<file path="src/hw/rtl/plb_pkg.sv">
`timescale 1ns / 1ps
// Shared types and constants for the pixel layer blend block.
// No dependencies; imported by plb_channel and pixel_layer_blend.
package plb_pkg;

	localparam int ChanW   = 8;
	localparam int AddendW = 9;
	localparam int FactorW = 8;
	localparam int SelectW = 2;
	localparam int ModeW   = 3;
	localparam int CfgIdxW = 2;
	localparam int CfgW    = 9;

	// Reciprocal of 255 scaled by 2^23, rounded up. Exact for dividends below 66052.
	localparam logic [15:0] Recip255 = 16'd32897;
	localparam int RecipShift = 23;

	typedef enum logic [ModeW-1:0] {
		MODE_MULTIPLY = 3'd0,
		MODE_SUBTRACT = 3'd1,
		MODE_SCREEN   = 3'd2,
		MODE_OVERLAY  = 3'd3,
		MODE_ADD      = 3'd4,
		MODE_SCALE    = 3'd5
	} mode_t;

	typedef enum logic [CfgIdxW-1:0] {
		REG_ADDEND = 2'd0,
		REG_FACTOR = 2'd1,
		REG_SELECT = 2'd2
	} cfg_reg_t;

	typedef enum logic [SelectW-1:0] {
		SEL_BLUE  = 2'd0,
		SEL_GREEN = 2'd1,
		SEL_RED   = 2'd2,
		SEL_NONE  = 2'd3
	} chan_sel_t;

	// Operation applied to one channel after mode and channel select are resolved.
	typedef enum logic [2:0] {
		OP_MULTIPLY,
		OP_SUBTRACT,
		OP_SCREEN,
		OP_OVERLAY,
		OP_ADD,
		OP_SCALE,
		OP_PASS
	} chan_op_t;

	// How the last stage forms the channel value.
	typedef enum logic [1:0] {
		RES_DIRECT,
		RES_ROUND,
		RES_SAT
	} res_kind_t;

	typedef struct packed {
		chan_op_t                   op;
		logic signed [AddendW-1:0]  addend;
		logic [FactorW-1:0]         factor;
	} chan_ctl_t;

endpackage

</file>
<file path="src/hw/rtl/pixel_layer_blend.sv">
`timescale 1ns / 1ps
// Top level of the pixel layer blend: handshake, configuration registers
// and three plb_channel datapaths. Depends on plb_pkg and plb_channel.
//
// Usage: a pixel pair (top layer A, base layer B) and a blend mode enter on
// the input channel (in_valid / in_stall); one blended pixel leaves on the
// output channel (out_valid / out_stall) for every input transfer, in order.
// Modes 0 to 3 blend each color channel (multiply, subtract, screen,
// overlay). Modes 4 and 5 add the configured addend to, or scale by the
// configured factor, the channel picked by channel_select, clamped to
// 0..255; other channels and unused mode codes pass B through.
//
// Pipeline: operands, product, reciprocal multiply for the divide by 255
// and output register. Throughput is one pixel per cycle while the output
// is not stalled. When the output holds a pixel and out_stall is
// high, every stage holds and in_stall is raised, so nothing is dropped or
// repeated; the input is held then even if earlier stages are empty.
//
// Reset (arst_n low) clears all valid bits and sets addend 0, factor 1 and
// channel select blue. Configuration writes (cfg_we, cfg_index, cfg_data)
// take effect at once and must be made while no pixel is in flight.
module pixel_layer_blend
	import plb_pkg::*;
(
	input  logic               clk,
	input  logic               arst_n,

	input  logic               cfg_we,
	input  logic [CfgIdxW-1:0] cfg_index,
	input  logic [CfgW-1:0]    cfg_data,

	input  logic               in_valid,
	output logic               in_stall,
	input  logic [ModeW-1:0]   mode,
	input  logic [ChanW-1:0]   top_red,
	input  logic [ChanW-1:0]   top_green,
	input  logic [ChanW-1:0]   top_blue,
	input  logic [ChanW-1:0]   base_red,
	input  logic [ChanW-1:0]   base_green,
	input  logic [ChanW-1:0]   base_blue,

	output logic               out_valid,
	input  logic               out_stall,
	output logic [ChanW-1:0]   out_red,
	output logic [ChanW-1:0]   out_green,
	output logic [ChanW-1:0]   out_blue
);

	logic signed [AddendW-1:0] addend_q;
	logic [FactorW-1:0]        factor_q;
	chan_sel_t                 select_q;

	logic valid_s1, valid_s2, valid_s3, valid_s4;
	logic advance;

	chan_op_t  blend_op;
	chan_op_t  adjust_op;
	chan_ctl_t ctl_red, ctl_green, ctl_blue;

	// Configuration registers. A write to an index beyond the list is ignored.
	always_ff @(posedge clk or negedge arst_n) begin
		if (!arst_n) begin
			addend_q <= '0;
			factor_q <= FactorW'(1);
			select_q <= SEL_BLUE;
		end else if (cfg_we) begin
			case (cfg_index)
				REG_ADDEND: addend_q <= cfg_data[AddendW-1:0];
				REG_FACTOR: factor_q <= cfg_data[FactorW-1:0];
				REG_SELECT: select_q <= chan_sel_t'(cfg_data[SelectW-1:0]);
				default:    ;
			endcase
		end
	end

	// The whole pipeline advances unless the output register holds a pixel
	// that the receiver is not taking this cycle.
	assign advance   = !valid_s4 || !out_stall;
	assign in_stall  = !advance;
	assign out_valid = valid_s4;

	always_ff @(posedge clk or negedge arst_n) begin
		if (!arst_n) begin
			valid_s1 <= 1'b0;
			valid_s2 <= 1'b0;
			valid_s3 <= 1'b0;
			valid_s4 <= 1'b0;
		end else if (advance) begin
			valid_s1 <= in_valid;
			valid_s2 <= valid_s1;
			valid_s3 <= valid_s2;
			valid_s4 <= valid_s3;
		end
	end

	// Resolve the mode into a per-channel operation. Blend modes apply to all
	// three channels; adjust modes touch only the selected channel.
	always_comb begin
		blend_op  = OP_PASS;
		adjust_op = OP_PASS;
		case (mode)
			MODE_MULTIPLY: blend_op  = OP_MULTIPLY;
			MODE_SUBTRACT: blend_op  = OP_SUBTRACT;
			MODE_SCREEN:   blend_op  = OP_SCREEN;
			MODE_OVERLAY:  blend_op  = OP_OVERLAY;
			MODE_ADD:      adjust_op = OP_ADD;
			MODE_SCALE:    adjust_op = OP_SCALE;
			default:       blend_op  = OP_PASS;
		endcase

		ctl_red.addend   = addend_q;
		ctl_red.factor   = factor_q;
		ctl_green.addend = addend_q;
		ctl_green.factor = factor_q;
		ctl_blue.addend  = addend_q;
		ctl_blue.factor  = factor_q;
		ctl_red.op       = blend_op;
		ctl_green.op     = blend_op;
		ctl_blue.op      = blend_op;
		case (select_q)
			SEL_RED:   if (adjust_op != OP_PASS) ctl_red.op   = adjust_op;
			SEL_GREEN: if (adjust_op != OP_PASS) ctl_green.op = adjust_op;
			SEL_BLUE:  if (adjust_op != OP_PASS) ctl_blue.op  = adjust_op;
			default:   ;
		endcase
	end

	plb_channel u_red (
		.clk     (clk),
		.en      (advance),
		.ctl     (ctl_red),
		.top_px  (top_red),
		.base_px (base_red),
		.result  (out_red)
	);

	plb_channel u_green (
		.clk     (clk),
		.en      (advance),
		.ctl     (ctl_green),
		.top_px  (top_green),
		.base_px (base_green),
		.result  (out_green)
	);

	plb_channel u_blue (
		.clk     (clk),
		.en      (advance),
		.ctl     (ctl_blue),
		.top_px  (top_blue),
		.base_px (base_blue),
		.result  (out_blue)
	);

endmodule

</file>
<file path="src/hw/rtl/plb_channel.sv">
`timescale 1ns / 1ps
// Four-stage datapath for one color channel of the layer blend.
// Depends on plb_pkg.
module plb_channel
	import plb_pkg::*;
(
	input  logic              clk,
	input  logic              en,
	input  chan_ctl_t         ctl,
	input  logic [ChanW-1:0]  top_px,
	input  logic [ChanW-1:0]  base_px,
	output logic [ChanW-1:0]  result
);

	// Stage 1: operands
	res_kind_t         kind_d;
	logic              inv_d;
	logic [ChanW:0]    x_d;
	logic [ChanW-1:0]  y_d;
	logic [ChanW-1:0]  direct_d;
	logic signed [ChanW+1:0] sum_d;

	res_kind_t         kind_s1, kind_s2, kind_s3;
	logic              inv_s1, inv_s2, inv_s3;
	logic [ChanW:0]    x_s1;
	logic [ChanW-1:0]  y_s1;
	logic [ChanW-1:0]  direct_s1, direct_s2, direct_s3;

	// Stage 2: product
	logic [2*ChanW:0]  prod_s2;

	// Stage 3: rounded quotient and saturation
	logic [2*ChanW+1:0]    biased;
	logic [2*ChanW+17:0]   recip_prod;
	logic [ChanW-1:0]      quot_s3;
	logic                  sat_s3;
	logic [ChanW-1:0]      low_s3;

	always_comb begin
		kind_d   = RES_DIRECT;
		inv_d    = 1'b0;
		x_d      = {1'b0, top_px};
		y_d      = base_px;
		direct_d = base_px;
		sum_d    = $signed({2'b00, base_px}) + (ChanW+2)'(ctl.addend);
		case (ctl.op)
			OP_MULTIPLY: begin
				kind_d = RES_ROUND;
			end
			OP_SCREEN: begin
				kind_d = RES_ROUND;
				inv_d  = 1'b1;
				x_d    = {1'b0, ~top_px};
				y_d    = ~base_px;
			end
			OP_OVERLAY: begin
				kind_d = RES_ROUND;
				// Dark base doubles the multiply; light base doubles the screen.
				if (!base_px[ChanW-1]) begin
					x_d = {top_px, 1'b0};
				end else begin
					inv_d = 1'b1;
					x_d   = {~top_px, 1'b0};
					y_d   = ~base_px;
				end
			end
			OP_SUBTRACT: begin
				direct_d = (base_px > top_px) ? (base_px - top_px) : '0;
			end
			OP_ADD: begin
				if (sum_d < 0)
					direct_d = '0;
				else if (sum_d > $signed((ChanW+2)'(255)))
					direct_d = '1;
				else
					direct_d = sum_d[ChanW-1:0];
			end
			OP_SCALE: begin
				kind_d = RES_SAT;
				x_d    = {1'b0, ctl.factor};
			end
			default: begin
				direct_d = base_px;
			end
		endcase
	end

	assign biased     = {1'b0, prod_s2} + (2*ChanW+2)'(127);
	assign recip_prod = biased * Recip255;

	always_ff @(posedge clk) begin
		if (en) begin
			kind_s1   <= kind_d;
			inv_s1    <= inv_d;
			x_s1      <= x_d;
			y_s1      <= y_d;
			direct_s1 <= direct_d;

			kind_s2   <= kind_s1;
			inv_s2    <= inv_s1;
			direct_s2 <= direct_s1;
			prod_s2   <= x_s1 * y_s1;

			kind_s3   <= kind_s2;
			inv_s3    <= inv_s2;
			direct_s3 <= direct_s2;
			quot_s3   <= recip_prod[RecipShift+ChanW-1:RecipShift];
			sat_s3    <= |prod_s2[2*ChanW:ChanW];
			low_s3    <= prod_s2[ChanW-1:0];

			case (kind_s3)
				RES_ROUND: result <= inv_s3 ? ~quot_s3 : quot_s3;
				RES_SAT:   result <= sat_s3 ? '1 : low_s3;
				default:   result <= direct_s3;
			endcase
		end
	end

endmodule
</file>
<file path="config.mk">
export PLATFORM = sky130hd
export DESIGN_NAME = pixel_layer_blend
export DESIGN_NICKNAME = d
export VERILOG_FILES = /design/src/hw/rtl/plb_pkg.sv /design/src/hw/rtl/pixel_layer_blend.sv /design/src/hw/rtl/plb_channel.sv
export SDC_FILE = /design/constraint.sdc
export NUM_CORES = 1
export LEC_CHECK = 0
export BUFFER_PORTS_ARGS = -buffer_cell sky130_fd_sc_hd__buf_2
export CORE_MARGIN = 3
export CORE_UTILIZATION = 40
export CTS_BUF_LIST = sky130_fd_sc_hd__clkbuf_4 sky130_fd_sc_hd__clkbuf_8
export DETAILED_ROUTE_END_ITERATION = 16
export SYNTH_ARGS = -nofsm -noshare
export SYNTH_HDL_FRONTEND = slang
export SYNTH_SLANG_ARGS = --single-unit
export TNS_END_PERCENT = 5
</file>
<file path="constraint.sdc">
create_clock -name clk -period 11 [get_ports clk]
set_input_delay 1.65 -clock clk [delete_from_list [all_inputs] [get_ports clk]]
set_output_delay 1.65 -clock clk [all_outputs]
set_load 0.05 [all_outputs]
</file>
==> summary.txt <==
Placement
  • DPL Wire Length: between 40 and 50 mm
  • IO buf count: a little over 90
  • Placer Congestion: around 0.90

Routing
  • Vias: 17500
  • DRC violation count after routing: 0
  • First drt pass iteration count: 5
  • Met2 wire len: 26.7 mm
  • Post-detailed-route count of antenna-violating nets: 0
  • DR WL/cell: roughly 17 um
  • Highest metal layer with signal wires: met5
  • Met3 wire len: approximately 3.6 mm
  • WL met1: roughly 26 mm
  • DR vias/cell: ~5.2
  • Total Wirelength: between 50 and 60 mm
  • Detailed router's first-iteration violation count: around 1000

Die
  • Die area: approximately 66000 um2
  • Num ports: 93
  • Initial core utilization: between 40% and 50%
  • Die height: approximately 260 um
  • Die span in x: 258 um
  • Core ar.: 62200 um2
  • Core Rows: 91

Synth
  • Synth Register Bits: around 300
  • Syn Area/Cell: about 11 um2
  • Mapped Cells: approximately 2400
  • Post-synth EDFFs: about 280
  • Synth unique cells: 74
  • Main area contributors after synthesis: edfxtp_1, ha_1, fa_1
  • Main synth FF type: edfxtp_1
  • Syn Std Cell Area: 25300 um2
  • FFs w/ async S/R, synth: 7.69%
  • Post-synth net total: between 2000 and 3000
  • Synth top area share: 32.7%
  • Seq/Total Area, Yosys: about a third
  • Post-synth top cells: ha_1, edfxtp_1, inv_1
  • Yosys synthesis warning count: 0
  • Synth area leader: edfxtp_1
  • Most common cell in the netlist: ha_1

Timing
  • Worst-Margin Slew: around 1.2 ns
  • Final number of hold-violating endpoints: 0
  • Worst hold slack: 0.407 ns
  • Unrepaired setup endpoints after global routing: false
  • Setup TNS Final: 0 ns
  • Fmax: approximately 0.19 GHz
  • Max-slew violation count: 0
  • Rel. slew slack: 17.9%
  • Fin crit period: 5.24 ns
  • Final period util: between 40% and 50%
  • Worst Skew: 0.0426 ns
  • Final setup viols: 0

Setup path
  • Critical Path Most Common Cell: ha_1
  • WP data required: ~11 ns
  • Setup Crit Path Kind: reg2reg
  • CP top delay family: adder cells
  • CP max-delay cell: edfxtp_1
  • CP cell instances: nor4_4 -> nand2_1 -> and4_1 -> nand2_1 -> xor2_1 -> inv_1 -> ha_1 -> ha_1 -> ha_1 -> ha_1 -> ha_1 -> a2111oi_0 -> o21ai_1 -> o21a_1 -> nor3_1 -> a21oi_1 -> a31oi_2 -> nor2b_1 -> xnor2_1
  • Crit. End Element: flop
  • Setup crit start kind: flop
  • Worst Path Arrival: ~5.6 ns
  • CP peak stage delay: slightly below 0.5 ns
  • Buf/Inv on CP: 1
  • Crit path max fanout: 5

Run
  • Max-cap viol count: 0

Clock tree
  • CTS Buf Count: 53
  • TritonCTS clock tree: built
  • Clock latency on the worst-skew pair: around 0.64 ns
  • Max clock buf depth: 3
  • Post_cts resized: 0
  • Clock slew at reported path FFs: 0.07 ns
  • Root buffer cell: clkbuf_8
  • CTS sink count: about 300
  • Post-CTS setup buffers: 0
  • Cts hold-fix bufs: 0
  • H-tree depth: 2

GRT
  • Global route total overflow: 0
  • Largest net degree at the start of global routing: ~180
  • Tot GR Track Use: between 15 and 20%
  • Initial antenna violation count: 16
  • First-pass GRT wire length: 94.5 mm
  • Vias in the first global route: ~18000

Final layout
  • Share of layout cells above drive strength 1: 9.85%
  • Nets@finish: between 3000 and 4000
  • Area delta synth->final: 10.1%

Run status
  • Status: completed

Worst hold path
  • Worst min-delay path class: reg2reg
[cell type report]
cell class,count,area [um2]
sequential,299,8860
inverter,268,1010
clock buffer,73,905
antenna,9,22.5
tap,837,1050
fill,5943,34300
clock inverter,25,204
timing repair buffer,96,503
multi-input combinational,1756,15300
[routing by layer]
layer  up-vias  GRT usage, %
met5         -             0
met4        12          4.87
met3       100          4.11
met2       365          28.7
met1      8512          23.6
li1       8524             -
[logic make-up (layout without fill, tap and decap cells)]
kind of cell	count (synthesis)	in the layout	synth area share, %
XOR/XNOR	195	195	6.74
multiplexers	47	47	2.08
adder cells (fa/ha/maj)	531	531	30.2
AO/OA/AOI/OAI	382	382	9.67
AND/OR/NAND/NOR	601	601	11.8
buffers and inverters	304	462	4.51
other	0	9	0
flip-flops	299	299	35.0
[path summary, 6_finish.rpt]
kind / slack [ns] / depth (start not counted) / end / startpoint
worst max-delay path: 5.76 / 19 / u_red.quot_s3[5] / u_red.prod_s2[4]
worst min-delay path: 0.41 / 0 / u_blue.kind_s3[1] / u_blue.kind_s2[1]
worst max register to register: 5.76 / 19 / u_red.quot_s3[5] / u_red.prod_s2[4]
worst min register to register: 0.41 / 0 / u_blue.kind_s3[1] / u_blue.kind_s2[1]
max in group asynchronous: 9.66 / 1 / factor_q[0] / arst_n
min in group asynchronous: 0.97 / 1 / addend_q[1] / arst_n
[flip-flops by register name, summed over array words and instances (netlist names), 9 cells and up]
signal / count
addend_q: 9
u_blue.prod_s2: 17
u_green.x_s1: 9
u_red.prod_s2: 17
u_blue.x_s1: 9
u_green.prod_s2: 17
u_red.x_s1: 9
[cell usage in the layout, fill, tap and decap left out, drive strengths merged, types with 20 or more instances in the layout]
| cell | netlist | final |
|---|---|---|
| buf | 3 | 96 |
| and2 | 116 | 116 |
| nand3 | 20 | 20 |
| nor3 | 39 | 39 |
| a21oi | 106 | 106 |
| nand2 | 229 | 229 |
| a22oi | 30 | 30 |
| a21o | 35 | 35 |
| xnor2 | 103 | 103 |
| xor2 | 92 | 92 |
| o21a | 20 | 20 |
| ha | 396 | 396 |
| edfxtp | 276 | 276 |
| inv | 268 | 270 |
| nor2 | 104 | 104 |
| dfrtp | 22 | 22 |
| o21ai | 105 | 105 |
| mux2 | 46 | 46 |
| clkbuf | 33 | 73 |
| fa | 135 | 135 |
[metrics by stage]
step / cell area [um2] / setup WS (ns) / utilization, % / instances
after floorplan: 25300 / 3.11 / - / 2359
after global placement: 26800 / 5.93 / 43.0 / 3256
after detailed placement: 26800 / 5.83 / 43.0 / 3256
after CTS: 27900 / 5.77 / 44.8 / 3354
after global routing: 27900 / 5.40 / 44.8 / 3356
final: 27900 / 5.76 / 44.9 / 3363
Power is left out: the tool's default activity adds up to more than one toggle a clock period on the data nets, which glitch-free logic cannot reach.
